<file path="config.mk">
export PLATFORM = sky130hd
export DESIGN_NAME = bffa_ram
export DESIGN_NICKNAME = d
export VERILOG_FILES = /design/src/rtl/bffa_ram.sv
export SDC_FILE = /design/constraint.sdc
export NUM_CORES = 2
export LEC_CHECK = 0
export ABC_AREA = 1
export BUFFER_PORTS_ARGS = -buffer_cell sky130_fd_sc_hd__buf_4
export CAP_MARGIN = 20
export CELL_PAD_IN_SITES_DETAIL_PLACEMENT = 2
export CELL_PAD_IN_SITES_GLOBAL_PLACEMENT = 2
export CORE_MARGIN = 8
export CORE_UTILIZATION = 45
export DETAILED_ROUTE_END_ITERATION = 10
export MAX_ROUTING_LAYER = met4
export PLACE_DENSITY_LB_ADDON = 0.1
export SYNTH_ARGS = -nofsm -noshare
export SYNTH_HDL_FRONTEND = slang
export SYNTH_SLANG_ARGS = --single-unit
</file>
<file path="constraint.sdc">
create_clock -name clk -period 3.5 [get_ports clk]
set_input_delay 0 -clock clk [delete_from_list [all_inputs] [get_ports clk]]
set_output_delay 0 -clock clk [all_outputs]
set_load 0.02 [all_outputs]
</file>
<file path="src/rtl/bffa_ram.sv">
`timescale 1ns / 1ps
module bffa_ram #(
  parameter int WIDTH = 32,
  parameter int DEPTH = 128
) (
  input  logic                                           clk,
  input  logic                                           we,
  input  logic [((DEPTH > 1) ? $clog2(DEPTH) : 1)-1:0]   waddr,
  input  logic [WIDTH-1:0]                               wdata,
  input  logic [((DEPTH > 1) ? $clog2(DEPTH) : 1)-1:0]   raddr,
  output logic [WIDTH-1:0]                               rdata
);

  logic [WIDTH-1:0] mem [DEPTH];

  always_ff @(posedge clk) begin
    if (we) begin
      mem[waddr] <= wdata;
    end
    rdata <= mem[raddr];
  end

endmodule

</file>
==> flow_metrics.env <==
export IMPL_grt_setup_unrepaired="no"
export IMPL_timing_final_crit_share_pct=82.6
export IMPL_clk_path_buf_depth=4
export IMPL_drive_above_1_share_pct=9.60
export IMPL_portBuffers=79
export IMPL_overflow=0
export IMPL_clock_skew_ns=0.0430
export IMPL_cp_start_kind="input pin"
export IMPL_finalHoldViolCount=0
export IMPL_worst_path_max_fanout=54
export IMPL_grt_pass1_wl_mm=940
export IMPL_die_w_um=621
export IMPL_max_freq_ghz=0.346
export IMPL_fin_crit_ns=2.89
export IMPL_cts_resized_gates=0
export IMPL_critPathArrivalTime_ns=3.78
export IMPL_wirelength_mm=661
export IMPL_cts_root_buffer="clkbuf_16"
export IMPL_grt_max_degree=154
export IMPL_dp_cells=17858
export IMPL_critical_path_endpoint_type="flop"
export IMPL_viasPerCell=6.30
export IMPL_drt_antenna_violating_nets=0
export IMPL_drt_pass1_iter_count=7
export IMPL_die_area_um2=385000
export IMPL_initial_core_util_pct=45.1
export IMPL_yosysUniqueCellTypes=15
export IMPL_setup_viol=0
export IMPL_p_per_area_nw_per_um2=582
export IMPL_drc=0
export IMPL_cts_sinks=4128
export IMPL_wl_per_cell_um=35.2
export IMPL_nets=13592
export IMPL_post_cts_setup_buffers=0
export IMPL_final_cell_mix="nand2_1 (4143), edfxtp_1 (4096), nand3_1 (4035)"
export IMPL_synth_nets=13437
export IMPL_dp_hpwl_mm=372
export IMPL_vias=118334
export IMPL_status="finished, final reports clean"
export IMPL_ir_drop_mv=0.605
export IMPL_io_pins=80
export IMPL_syn2layout_area_growth_pct=14.4
export IMPL_ys_ff_latch=4128
export IMPL_routabilityCongestion=0.838
export IMPL_cts_buffers=444
export IMPL_synth_area_um2=165000
export IMPL_track_usage_pct=34.7
export IMPL_clk_pin_slew_ns=0.06
export IMPL_p_leak_nw=65.4
export IMPL_netlist_instances=13389
export IMPL_slew_violations=0
export IMPL_num_rows=222
export IMPL_cts_hold_buf=50
export IMPL_finalSetupTns_ns=0
export IMPL_cts_tree="done"
export IMPL_critical_path_class="in2reg"
export IMPL_postSynthAreaPerCell_um2=12.3
export IMPL_ys_seq_area_share_pct=75.1
export IMPL_yosysTopAreaCell="edfxtp_1"
export IMPL_core_area_um2=365000
export IMPL_antenna_found_initial=57
export IMPL_hp_class="in2reg"
export IMPL_required_ns=4.39
export IMPL_slew_headroom_pct=13.0
export IMPL_layout_cells_non_filler=18772
export IMPL_insertion_delay_ns=0.99
export IMPL_drt_iter0_drc=12614
export IMPL_tightest_slew_ns=1.31
export IMPL_die_y_um=621
export IMPL_layout_commonest_cell="nand2_1"
export IMPL_synth_top_area_share_pct=74.7
export IMPL_fillers=34506
export IMPL_synthTopCellsByArea="edfxtp_1 (75%), nand3_1 (12%), nand2_1 (9.5%)"
export IMPL_grt_pass1_vias=128879
export IMPL_drv_cap=0
export IMPL_h_tree_depth=5
export IMPL_ys_warn_count=0
per-layer routing:
| layer | GRT usage (%) | wire length (um) | vias to the layer above |
|---|---|---|---|
| met5 | - | 0 | - |
| met4 | 14.4 | 32400 | 0 |
| met3 | 4.28 | 45300 | 1372 |
| met2 | 57.0 | 321000 | 5174 |
| met1 | 43.9 | 263000 | 63412 |
| li1 | - | - | 48376 |
sequential cells by signal, indices dropped and copies added, names as in the netlist:
| name | cells |
|---|---|
| mem | 4096 |
| rdata | 32 |
power breakdown:
group / internal [mW] / switching, mW / total (mW)
combinational: 1.71 / 5.81 / 7.52
sequential: 54.6 / 0.205 / 54.8
clock: 26.7 / 20.5 / 47.2
total: 83.0 / 26.5 / 110
cell type report:
type                    count  area (um2)  area share (%)
flip-flops and latches   4128      124000            65.7
inverters                  24         143          0.0757
multi-input cells        8328       37300            19.8
well taps                4816        6030            3.20
diodes                     37        92.6          0.0492
clock buffers             573       12000            6.35
repair buffers            618        6930            3.68
clock inverters           248        2220            1.18
synthesized netlist by cell type, drive strengths merged:
master	instances
buf	800
nand2	4151
nor3	8
dfxtp	32
inv	24
clkbuf	109
nand3	4035
nor2	134
edfxtp	4096
kinds of logic after synthesis:
kind of cell / count (synthesis) / share of synthesized area (%)
buffers and inverters: 933 / 2.84
flip-flops: 4128 / 75.1
AND/OR/NAND/NOR: 8328 / 22.1
critical path: stages:
cell and delay (ns):
dlygate4sd3_1 0.56, buf_8 0.20, inv_8 0.39, buf_12 0.39, buf_4 0.32, nand3_1 0.13, nand3_1 0.17, nand3_1 0.16
nand3_1 0.48, nand3_1 0.52, nand2_1 0.27
worst paths after layout:
check | startpoint | endpoint | slack (ns) | depth (start not counted)
setup / recovery | raddr[2] | rdata[11]$_DFF_P_ | 0.61 | 11
setup reg to reg | mem[98][24]$_DFFE_PP_ | rdata[24]$_DFF_P_ | 0.92 | 8
hold / removal | wdata[0] | mem[50][0]$_DFFE_PP_ | 0.10 | 2
hold reg to reg | mem[12][20]$_DFFE_PP_ | rdata[20]$_DFF_P_ | 0.93 | 8
per-stage QoR:
| stage | power [mW] | cell area (um2) | hold WS [ns] | utilization (%) | worst slack, ns |
|---|---|---|---|---|---|
| floorplan | 59.0 | 165000 | 0.0989 | - | 1.10 |
| global placement | 62.7 | 173000 | 0.425 | 47.5 | 0.0411 |
| detailed placement | 63.1 | 173000 | 0.432 | 47.5 | -0.0942 |
| CTS | 110 | 188000 | 0.0326 | 51.5 | 0.741 |
| global route | 112 | 188000 | 0.0807 | 51.6 | 0.709 |
| finish | 110 | 188000 | 0.100 | 51.6 | 0.610 |
Power figures use the tool's default switching activity.
